<file path="config.mk">
export PLATFORM = sky130hd
export DESIGN_NAME = dqqd_front
export DESIGN_NICKNAME = d
export VERILOG_FILES = /design/src/sv/dqqd_pkg.sv /design/src/sv/dqqd_front.sv
export SDC_FILE = /design/constraint.sdc
export NUM_CORES = 1
export LEC_CHECK = 0
export ABC_AREA = 1
export BUFFER_PORTS_ARGS = -buffer_cell sky130_fd_sc_hd__clkbuf_2
export CORE_MARGIN = 3
export CORE_UTILIZATION = 25
export CTS_CLUSTER_SIZE = 25
export DETAILED_ROUTE_END_ITERATION = 8
export PLACE_DENSITY_LB_ADDON = 0.12
export RECOVER_POWER = 50
export SYNTH_ARGS = -nofsm -noshare
export SYNTH_HDL_FRONTEND = slang
export SYNTH_SLANG_ARGS = --single-unit
</file>
<file path="constraint.sdc">
create_clock -name clk -period 4.8 [get_ports clk]
set_input_delay 0.96 -clock clk [delete_from_list [all_inputs] [get_ports clk]]
set_output_delay 0.96 -clock clk [all_outputs]
set_load 0.01 [all_outputs]
</file>
<file path="src/sv/dqqd_pkg.sv">
// Shared types, codes and helper functions for the dual queue QoS dispatcher.
`default_nettype none

package dqqd_pkg;

  // Item function codes.
  typedef enum logic [0:0] {
    FUNC_SUBMIT = 1'b0,
    FUNC_DRAIN  = 1'b1
  } func_t;

  // Result kind codes.
  typedef enum logic [1:0] {
    KIND_SUBMIT = 2'd0,
    KIND_JOB    = 2'd1,
    KIND_IDLE   = 2'd2
  } kind_t;

  // Queue identifiers.
  typedef enum logic [0:0] {
    Q_STREAM = 1'b0,
    Q_BATCH  = 1'b1
  } queue_t;

  // Configuration register indexes.
  typedef enum logic [0:0] {
    REG_QOS_MODE   = 1'b0,
    REG_BUDGET_PCT = 1'b1
  } reg_idx_t;

  // Back-end sequencer states.
  typedef enum logic [0:0] {
    ST_IDLE = 1'b0,
    ST_EMIT = 1'b1
  } st_t;

  localparam logic [6:0] BUDGET_RESET  = 7'd50;
  localparam logic [6:0] BUDGET_MIN    = 7'd1;
  localparam logic [6:0] BUDGET_MAX    = 7'd100;
  localparam logic [6:0] BUDGET_HI     = 7'd75;
  localparam logic [6:0] BUDGET_MID    = 7'd50;
  localparam logic [6:0] BUDGET_LO     = 7'd25;
  localparam logic [2:0] LAT_BASE_LAT  = 3'd2;
  localparam logic [2:0] LAT_BASE_THRU = 3'd6;
  localparam logic [5:0] LAT_SAT       = 6'd63;
  // Reciprocal of ten in Q11, exact for numerators below 100.
  localparam logic [7:0] RECIP_TEN_Q11 = 8'd205;

  // One command as handed from the front end to the back end.
  typedef struct packed {
    func_t              func;
    logic [7:0]         model;
    logic signed [31:0] value;
    logic [31:0]        seed;
  } cmd_t;

  // One stored job.
  typedef struct packed {
    logic [7:0]  model;
    logic [31:0] value;
    logic [31:0] seed;
  } entry_t;

  // One result item.
  typedef struct packed {
    kind_t              kind;
    logic               accepted;
    logic [5:0]         latency;
    logic [7:0]         model;
    logic signed [31:0] value;
    logic [31:0]        seed;
    queue_t             from_queue;
    logic [5:0]         total;
    logic [5:0]         peak;
    logic [31:0]        submitted;
    logic [31:0]        dropped;
    logic               last;
  } res_t;

  // Jobs popped per drain: 1 to 4 from the budget, one more in throughput mode.
  function automatic logic [2:0] jobs_per_drain(input logic [6:0] budget, input logic qos);
    logic [2:0] j;
    begin
      if (budget >= BUDGET_HI) begin
        j = 3'd4;
      end else if (budget >= BUDGET_MID) begin
        j = 3'd3;
      end else if (budget >= BUDGET_LO) begin
        j = 3'd2;
      end else begin
        j = 3'd1;
      end
      jobs_per_drain = j + {2'b00, qos};
    end
  endfunction

  // Budget penalty (100 - budget) / 10, done as a multiply by a reciprocal.
  function automatic logic [3:0] budget_cost(input logic [6:0] budget);
    logic [6:0]  x;
    logic [14:0] p;
    begin
      x = BUDGET_MAX - budget;
      p = 15'(x) * 15'(RECIP_TEN_Q11);
      budget_cost = p[14:11];
    end
  endfunction

endpackage

`default_nettype wire

</file>
<file path="src/sv/dqqd_front.sv">
// Front end: accepts items, mixes the seed and buffers commands in a two-entry queue.
`default_nettype none

module dqqd_front (
  input  wire logic               clk,
  input  wire logic               rst_n,
  input  wire logic               in_valid,
  output logic                    in_ready,
  input  wire logic               in_func,
  input  wire logic [7:0]         in_model_tag,
  input  wire logic signed [31:0] in_job_value,
  input  wire logic [31:0]        in_seed,
  input  wire logic [31:0]        in_now_ticks,
  output logic                    cmd_valid,
  input  wire logic               cmd_ready,
  output dqqd_pkg::cmd_t          cmd
);

  import dqqd_pkg::*;

  cmd_t       buf_r [2];
  logic       wr_ptr_r, wr_ptr_nxt;
  logic       rd_ptr_r, rd_ptr_nxt;
  logic [1:0] count_r, count_nxt;
  logic       push, pop;
  cmd_t       cmd_in;

  // Classify the incoming item and mix the seed with the time stamp.
  always_comb begin
    cmd_in.func  = func_t'(in_func);
    cmd_in.model = in_model_tag;
    cmd_in.value = in_job_value;
    cmd_in.seed  = in_seed ^ in_now_ticks;
  end

  assign in_ready  = (count_r != 2'd2);
  assign cmd_valid = (count_r != 2'd0);
  assign cmd       = buf_r[rd_ptr_r];
  assign push      = in_valid && in_ready;
  assign pop       = cmd_valid && cmd_ready;

  // Queue pointers and fill level.
  always_comb begin
    wr_ptr_nxt = push ? ~wr_ptr_r : wr_ptr_r;
    rd_ptr_nxt = pop ? ~rd_ptr_r : rd_ptr_r;
    count_nxt  = count_r + {1'b0, push} - {1'b0, pop};
  end

  always_ff @(posedge clk) begin
    if (!rst_n) begin
      wr_ptr_r <= 1'b0;
      rd_ptr_r <= 1'b0;
      count_r  <= 2'd0;
    end else begin
      wr_ptr_r <= wr_ptr_nxt;
      rd_ptr_r <= rd_ptr_nxt;
      count_r  <= count_nxt;
    end
  end

  // Command storage.
  always_ff @(posedge clk) begin
    if (push) begin
      buf_r[wr_ptr_r] <= cmd_in;
    end
  end

endmodule

`default_nettype wire

</file>
==> run_summary.xml, run 1 <==
<?xml version="1.0" encoding="UTF-8"?>
<metrics>
  <group name="setup_path">
    <metric name="timing.critical_path.from" unit="">in_valid</metric>
    <metric name="arrival" unit="ps">3370</metric>
    <metric name="cp-start-kind" unit="">input pin</metric>
    <metric name="timing.critical_path.to_type" unit="">flip-flop</metric>
    <metric name="critical_path_peak_fanout" unit="">39</metric>
    <metric name="worst-endpoint-required" unit="ps">4890</metric>
    <metric name="critical_path_class" unit="">in2reg</metric>
    <metric name="regToRegStartpoint" unit="">count_r[0]</metric>
  </group>
  <group name="routing">
    <metric name="firstDrtPassIters" unit="">4</metric>
    <metric name="final_antenna_net_count" unit="">0</metric>
    <metric name="routed-via-count" unit="">3171</metric>
    <metric name="detailedRoute.firstIterationViolations" unit="">116</metric>
    <metric name="wl_per_cell" unit="microns">14.42</metric>
    <metric name="finalWirelength" unit="mm">11.88</metric>
    <metric name="viasPerCell" unit="">3.848</metric>
    <metric name="drt_drc" unit="">0</metric>
  </group>
  <group name="timing">
    <metric name="post-route-period-util" unit="%">68.24</metric>
    <metric name="worst_slew_margin_rel" unit="%">-13.83</metric>
    <metric name="clock.fmax" unit="GHz">0.3053</metric>
    <metric name="setup_slack" unit="ps">1525</metric>
    <metric name="rsz0062_at_grt" unit="">no</metric>
    <metric name="final-hold-violation-count" unit="">0</metric>
    <metric name="holdWs" unit="ps">528.6</metric>
    <metric name="skew" unit="ps">8.512</metric>
    <metric name="fin_setup_tns" unit="ps">0</metric>
    <metric name="clock_period_minus_final_worst_setup_slack" unit="ps">3276</metric>
    <metric name="timing.final.max_slew_violations" unit="">36</metric>
    <metric name="worst-slew-pin-transition" unit="ps">1698</metric>
    <metric name="final-setup-viol-count" unit="">0</metric>
  </group>
  <group name="finish">
    <metric name="final_nets" unit="">603</metric>
    <metric name="areaGrowthSynthToFinish" unit="%">29.58</metric>
    <metric name="drive_above_1_share" unit="%">48.71</metric>
    <metric name="antenna_cells_inserted" unit="">0</metric>
    <metric name="post-route-cell-area" unit="sq mm">0.007958</metric>
  </group>
  <group name="synthesis">
    <metric name="synthDistinctLibCells" unit="">13</metric>
    <metric name="yosys.cell_count.top_type" unit="">sky130_fd_sc_hd__edfxtp_1</metric>
    <metric name="yosysWarnings" unit="">0</metric>
    <metric name="synth-edff-count" unit="">146</metric>
    <metric name="netlist_top_cells_area" unit="">sky130_fd_sc_hd__edfxtp_1 (71%), sky130_fd_sc_hd__mux2_4 (17%), sky130_fd_sc_hd__xor2_1 (4.6%), sky130_fd_sc_hd__buf_12 (2.3%), sky130_fd_sc_hd__dfxtp_1 (1.6%)</metric>
    <metric name="synth_flop_cell" unit="">sky130_fd_sc_hd__edfxtp_1</metric>
    <metric name="synth_commonest_cells" unit="">sky130_fd_sc_hd__edfxtp_1 (146), sky130_fd_sc_hd__mux2_4 (70), sky130_fd_sc_hd__xor2_1 (32)</metric>
    <metric name="netlist.area_leader.share" unit="%">71.39</metric>
    <metric name="synthArstFlopShare" unit="%">0</metric>
    <metric name="synth_fp_nets" unit="">406</metric>
    <metric name="yosys.area.top_type" unit="">sky130_fd_sc_hd__edfxtp_1</metric>
    <metric name="synth_sequential_area_ratio" unit="%">73.02</metric>
    <metric name="ys_seq_elements" unit="">151</metric>
    <metric name="cell_area_after_synthesis" unit="sq mm">0.006141</metric>
    <metric name="mean_post_synth_cell_area" unit="sq um">20.82</metric>
    <metric name="post_synth_inst_count" unit="">295</metric>
  </group>
  <group name="floorplanning">
    <metric name="die_w" unit="microns">162.7</metric>
    <metric name="die_height" unit="microns">162.7</metric>
    <metric name="floorplan.core_area" unit="sq mm">0.02382</metric>
    <metric name="design.die.area" unit="sq mm">0.02648</metric>
    <metric name="number_of_placement_rows" unit="">56</metric>
    <metric name="ios" unit="">184</metric>
    <metric name="initial_core_util" unit="%">25.78</metric>
  </group>
  <group name="grt">
    <metric name="global_route_overflow" unit="">0</metric>
    <metric name="grt.total_usage" unit="%">9.157</metric>
    <metric name="grt_max_degree" unit="">43</metric>
    <metric name="global_route_wire_length_before_repair" unit="mm">18.31</metric>
    <metric name="grt_antenna_before_repair" unit="">0</metric>
    <metric name="grt_pass1_vias" unit="">3371</metric>
  </group>
  <group name="clocking">
    <metric name="cts-buffers-inserted" unit="">17</metric>
    <metric name="clk_pin_slew" unit="ps">60</metric>
    <metric name="cts_buffer_depth" unit="">2</metric>
    <metric name="postCtsSetupBuffers" unit="">0</metric>
    <metric name="clkSinkCount" unit="">151</metric>
    <metric name="tritoncts_clock_tree" unit="">yes</metric>
    <metric name="post_cts_resized" unit="">0</metric>
    <metric name="clock-root-buffer" unit="">sky130_fd_sc_hd__clkbuf_16</metric>
    <metric name="cts_hold_buf" unit="">0</metric>
    <metric name="insertion_delay" unit="ps">410</metric>
    <metric name="clock_tree.htree_level_count" unit="">4</metric>
  </group>
  <group name="run">
    <metric name="cap_viol_max_count" unit="">1</metric>
  </group>
  <group name="hold_path">
    <metric name="hold_start" unit="">rd_ptr_r</metric>
    <metric name="timing.hold.worst.class" unit="">reg2reg</metric>
  </group>
  <group name="placement">
    <metric name="place.gp.congestion" unit="">0.6725</metric>
    <metric name="placedInstanceArea" unit="sq mm">0.007365</metric>
    <metric name="buffer_ports.inserted" unit="">183</metric>
    <metric name="dp_worst_setup_slack" unit="ps">2010</metric>
    <metric name="dp_hpwl" unit="mm">7.944</metric>
  </group>
  <group name="pwr">
    <metric name="power.density_cell_area" unit="mW/mm^2">530.3</metric>
    <metric name="total_leakage_power" unit="nW">3.108</metric>
    <metric name="max-vdd-ir-drop" unit="mV">0.2061</metric>
  </group>
  <group name="run_status">
    <metric name="violations" unit="">capacitance limit, slew limit</metric>
    <metric name="run_status" unit="">finished with violations</metric>
  </group>
</metrics>
==> routing by layer <==
metal  global-route usage [%]  share of wire (%)  wire (microns)  vias to the layer above
li1                         -                  -               -                     1512
met1                    11.60                 45            5295                     1535
met2                    14.49                 47            5581                      118
met3                    3.561                7.5             889                        6
met4                    2.884               0.97             115                        0
met5                        0                  0               0                        -
==> final timing paths <==
check                  to  slack [ps]  depth (start not counted)
max reg2reg  buf_r[1][21]        1670                          5
max          buf_r[1][21]        1520                          4
min              rd_ptr_r         530                          2
min reg2reg      rd_ptr_r         530                          2
==> where the power goes <==
part / switching (mW) / total, mW / internal (mW)
Combinational: 0.480 / 0.976 / 0.496
Clock: 0.538 / 1.47 / 0.928
Sequential: 0.0915 / 1.78 / 1.69
Total: 1.11 / 4.22 / 3.11
==> cell type report <==
type / instances / area [sq um]
clock buffers: 17 / 425.4
flip-flops and latches: 151 / 4488
clock inverters: 15 / 225.2
repair buffers: 186 / 905.9
well taps: 319 / 399.1
inverters: 7 / 27.53
fillers: 2386 / 15870
multi-input cells: 129 / 1486
==> metrics by stage <==
stage	instances	power, mW	utilization (%)
finish	824	4.220	33.40
global route	824	4.445	33.40
CTS	824	4.314	33.65
detailed placement	792	2.824	30.91
global placement	792	2.816	30.91
floorplan	295	2.504	-
==> sequential cells by signal, summed over array words and instances, names as in the netlist, named ones only <==
| signal | count |
|---|---|
| count_r | 2 |
| buf_r | 146 |
| rd_ptr_r | 1 |
| wr_ptr_r | 1 |
==> cells by family after synthesis <==
kind of cell / count (synthesis) / synth area share (%)
muxes: 73 / 17.67
and+or+nand+nor: 20 / 1.284
AOI/OAI and AO/OA: 2 / 0.1630
adders and majority gates: 2 / 0.4074
DFF: 151 / 73.02
buffers and inverters: 15 / 2.893
xor gates and xnor gates: 32 / 4.564
==> layout by cell type, fill, tap and decap left out <==
| master | instances |
|---|---|
| sky130_fd_sc_hd__edfxtp_1 | 146 |
| sky130_fd_sc_hd__clkbuf_2 | 137 |
| sky130_fd_sc_hd__mux2_4 | 70 |
| sky130_fd_sc_hd__clkbuf_1 | 46 |
| sky130_fd_sc_hd__xor2_1 | 32 |
| sky130_fd_sc_hd__clkbuf_16 | 17 |
| sky130_fd_sc_hd__nand2_1 | 9 |
| sky130_fd_sc_hd__nor2_1 | 7 |
| sky130_fd_sc_hd__inv_1 | 6 |
| sky130_fd_sc_hd__bufinv_16 | 5 |
| sky130_fd_sc_hd__dfxtp_1 | 4 |
| sky130_fd_sc_hd__mux2_2 | 3 |
| sky130_fd_sc_hd__nand3_1 | 3 |
| sky130_fd_sc_hd__clkinv_4 | 3 |
| sky130_fd_sc_hd__a21oi_1 | 2 |
| sky130_fd_sc_hd__ha_1 | 2 |
| sky130_fd_sc_hd__clkinv_1 | 2 |
| sky130_fd_sc_hd__inv_6 | 2 |
| sky130_fd_sc_hd__buf_12 | 2 |
| sky130_fd_sc_hd__clkinvlp_2 | 1 |
| sky130_fd_sc_hd__nor2_4 | 1 |
| sky130_fd_sc_hd__dfxtp_4 | 1 |
| sky130_fd_sc_hd__clkinv_2 | 1 |
| sky130_fd_sc_hd__clkinvlp_4 | 1 |
| sky130_fd_sc_hd__inv_8 | 1 |
| sky130_fd_sc_hd__buf_4 | 1 |
==> worst max-delay path: stages <==
cell and delay (ps):
sky130_fd_sc_hd__clkbuf_1 100, sky130_fd_sc_hd__nand3_1 120, sky130_fd_sc_hd__clkinvlp_2 1300, sky130_fd_sc_hd__buf_4 820
(Power assumes the default switching activity.)
==> inputs of run 2 (changes only) <==
==> constraint.sdc (replaced) <==
create_clock -name clk -period 2.7 [get_ports clk]
set_input_delay 0.54 -clock clk [delete_from_list [all_inputs] [get_ports clk]]
set_output_delay 0.54 -clock clk [all_outputs]
set_load 0.01 [all_outputs]
==> run_summary.xml, run 2 (synthesized netlist as in run 1, its figures left out) <==
<?xml version="1.0" encoding="UTF-8"?>
<metrics>
  <group name="clocking">
    <metric name="post_cts_resized" unit="">0</metric>
    <metric name="postCtsSetupBuffers" unit="">0</metric>
    <metric name="clkSinkCount" unit="">151</metric>
    <metric name="insertion_delay" unit="ps">420</metric>
    <metric name="cts-buffers-inserted" unit="">17</metric>
    <metric name="cts_buffer_depth" unit="">2</metric>
    <metric name="clk_pin_slew" unit="ps">70</metric>
    <metric name="cts_hold_buf" unit="">0</metric>
    <metric name="clock_tree.htree_level_count" unit="">4</metric>
    <metric name="tritoncts_clock_tree" unit="">yes</metric>
    <metric name="clock-root-buffer" unit="">sky130_fd_sc_hd__clkbuf_16</metric>
  </group>
  <group name="routing">
    <metric name="finalWirelength" unit="mm">12.51</metric>
    <metric name="detailedRoute.firstIterationViolations" unit="">136</metric>
    <metric name="drt_drc" unit="">0</metric>
    <metric name="firstDrtPassIters" unit="">4</metric>
    <metric name="viasPerCell" unit="">3.869</metric>
    <metric name="routed-via-count" unit="">3211</metric>
    <metric name="wl_per_cell" unit="microns">15.07</metric>
    <metric name="final_antenna_net_count" unit="">0</metric>
  </group>
  <group name="finish">
    <metric name="largest_register_ffs" unit="">146</metric>
    <metric name="antenna_cells_inserted" unit="">0</metric>
    <metric name="fillerInstances" unit="">2387</metric>
    <metric name="final_nets" unit="">609</metric>
    <metric name="biggestRegsByFlops" unit="">buf_r x146, count_r x2</metric>
    <metric name="post-route-cell-area" unit="sq mm">0.007979</metric>
    <metric name="stdcell_count" unit="">830</metric>
    <metric name="most_frequent_standard_cell_in_the_layout_excluding_fill_and_tap_cells" unit="">sky130_fd_sc_hd__edfxtp_1</metric>
    <metric name="drive_above_1_share" unit="%">48.53</metric>
    <metric name="sequential_cell_area" unit="sq mm">0.004488</metric>
    <metric name="commonest_non_fill_non_tap_cells_in_the_layout" unit="">sky130_fd_sc_hd__edfxtp_1 (146), sky130_fd_sc_hd__clkbuf_2 (132), sky130_fd_sc_hd__mux2_4 (70), sky130_fd_sc_hd__clkbuf_1 (49), sky130_fd_sc_hd__xor2_1 (32)</metric>
    <metric name="areaGrowthSynthToFinish" unit="%">29.93</metric>
    <metric name="area_occupied_by_multi_input_gates" unit="sq mm">0.001479</metric>
    <metric name="most_flops_register" unit="">buf_r</metric>
  </group>
  <group name="placement">
    <metric name="buffer_ports.inserted" unit="">183</metric>
    <metric name="dp_hpwl" unit="mm">8.792</metric>
    <metric name="placedInstanceArea" unit="sq mm">0.007460</metric>
    <metric name="dp_worst_setup_slack" unit="ps">839.0</metric>
    <metric name="place.gp.congestion" unit="">0.6599</metric>
    <metric name="numPlacedInstances" unit="">798</metric>
  </group>
  <group name="grt">
    <metric name="grt_pass1_vias" unit="">3415</metric>
    <metric name="grt_antenna_before_repair" unit="">0</metric>
    <metric name="global_route_wire_length_before_repair" unit="mm">18.73</metric>
    <metric name="grt.total_usage" unit="%">9.479</metric>
    <metric name="global_route_overflow" unit="">0</metric>
    <metric name="grt_max_degree" unit="">46</metric>
  </group>
  <group name="pwr">
    <metric name="portion_of_total_power_attributed_to_combinational_logic" unit="%">25.3</metric>
    <metric name="total_leakage_power" unit="nW">3.117</metric>
    <metric name="max-vdd-ir-drop" unit="mV">0.3317</metric>
    <metric name="power.share.switching" unit="%">27.70</metric>
    <metric name="share_clk_of_total_power" unit="%">32.2</metric>
    <metric name="cellInternalPower" unit="mW">5.312</metric>
    <metric name="power_frac_seq" unit="%">42.5</metric>
    <metric name="power.density_cell_area" unit="mW/mm^2">920.9</metric>
    <metric name="switchingPower" unit="mW">2.035</metric>
  </group>
  <group name="timing">
    <metric name="skew" unit="ps">6.918</metric>
    <metric name="final-hold-violation-count" unit="">0</metric>
    <metric name="timing.final.max_slew_violations" unit="">0</metric>
    <metric name="worst-slew-pin-transition" unit="ps">1095</metric>
    <metric name="clock_period_minus_final_worst_setup_slack" unit="ps">2269</metric>
    <metric name="post-route-period-util" unit="%">84.04</metric>
    <metric name="clock.fmax" unit="GHz">0.4407</metric>
    <metric name="holdWs" unit="ps">311.6</metric>
    <metric name="rsz0062_at_grt" unit="">no</metric>
    <metric name="final-setup-viol-count" unit="">0</metric>
    <metric name="worst_slew_margin_rel" unit="%">26.74</metric>
    <metric name="fin_setup_tns" unit="ps">0</metric>
    <metric name="setup_slack" unit="ps">430.9</metric>
  </group>
  <group name="setup_path">
    <metric name="crit_path_cell_trace" unit="">buf_4 -&gt; mux2_4 -&gt; clkbuf_2</metric>
    <metric name="timing.critical_path.to_type" unit="">primary output</metric>
    <metric name="slowest_stage_cell_cp" unit="">sky130_fd_sc_hd__dfxtp_4</metric>
    <metric name="max_stage_delay" unit="ps">570</metric>
    <metric name="cp-start-kind" unit="">flip-flop</metric>
    <metric name="worst-endpoint-required" unit="ps">2160</metric>
    <metric name="critical_path_buf_inv_count" unit="">2</metric>
    <metric name="arrival" unit="ps">1730</metric>
    <metric name="critical_path_peak_fanout" unit="">16</metric>
    <metric name="critical_path_class" unit="">reg2out</metric>
    <metric name="timing.critical_path.max_delay_family" unit="">flip-flops</metric>
  </group>
  <group name="floorplanning">
    <metric name="initial_core_util" unit="%">25.78</metric>
    <metric name="floorplan.core_area" unit="sq mm">0.02382</metric>
    <metric name="die_w" unit="microns">162.7</metric>
    <metric name="ios" unit="">184</metric>
    <metric name="die_height" unit="microns">162.7</metric>
    <metric name="design.die.area" unit="sq mm">0.02648</metric>
    <metric name="number_of_placement_rows" unit="">56</metric>
  </group>
  <group name="hold_path">
    <metric name="timing.hold.worst.class" unit="">in2reg</metric>
  </group>
  <group name="run_status">
    <metric name="run_status" unit="">completed</metric>
  </group>
  <group name="run">
    <metric name="cap_viol_max_count" unit="">0</metric>
  </group>
</metrics>
run 2: routing by layer:
layer / GRT usage (%) / routed length, microns
met3: 3.510 / 918
met2: 14.99 / 6020
met1: 12.08 / 5451
met4: 3.114 / 115
met5: 0 / 0
run 2: layout make-up:
| class | count | area share, % |
|---|---|---|
| Clock buffer | 17 | 5.332 |
| Tap cell | 319 | 5.002 |
| Multi-Input combinational cell | 129 | 18.54 |
| Clock inverter | 15 | 2.070 |
| Inverter | 7 | 0.3450 |
| Timing Repair Buffer | 192 | 12.47 |
| Sequential cell | 151 | 56.25 |
run 2: final timing paths:
| kind | startpoint | end | slack (ps) | depth (start not counted) |
|---|---|---|---|---|
| max | flip-flop | cmd[34] | 430 | 3 |
| min | in_job_value[19] | buf_r[1][51] | 310 | 1 |
| max reg2reg | count_r[0] | buf_r[0][31] | 490 | 5 |
| min reg2reg | rd_ptr_r | rd_ptr_r | 520 | 2 |
run 2: worst reg2reg max path, cell delays in order (launching register included):
cell and delay, ps:
sky130_fd_sc_hd__dfxtp_1 360, sky130_fd_sc_hd__inv_1 60, sky130_fd_sc_hd__nand2_1 110, sky130_fd_sc_hd__nand2_1 90, sky130_fd_sc_hd__nor2_1 830, sky130_fd_sc_hd__buf_4 430
run 2: power groups by stage:
stage	combinational, mW	clock (mW)	sequential (mW)
floorplan	1.32	0	3.12
global placement	1.91	0	3.17
detailed placement	1.93	0	3.18
CTS	1.94	2.44	3.13
global route	2.03	2.54	3.16
finish	1.86	2.37	3.12
run 2: through the flow:
| step | power [mW] | utilization (%) |
|---|---|---|
| 3_5_place_dp | 5.108 | 31.31 |
| 5_1_grt | 7.720 | 33.49 |
| 3_3_place_gp | 5.084 | 31.31 |
| 4_1_cts | 7.507 | 33.79 |
| 6_report | 7.348 | 33.49 |
| 2_1_floorplan | 4.437 | - |
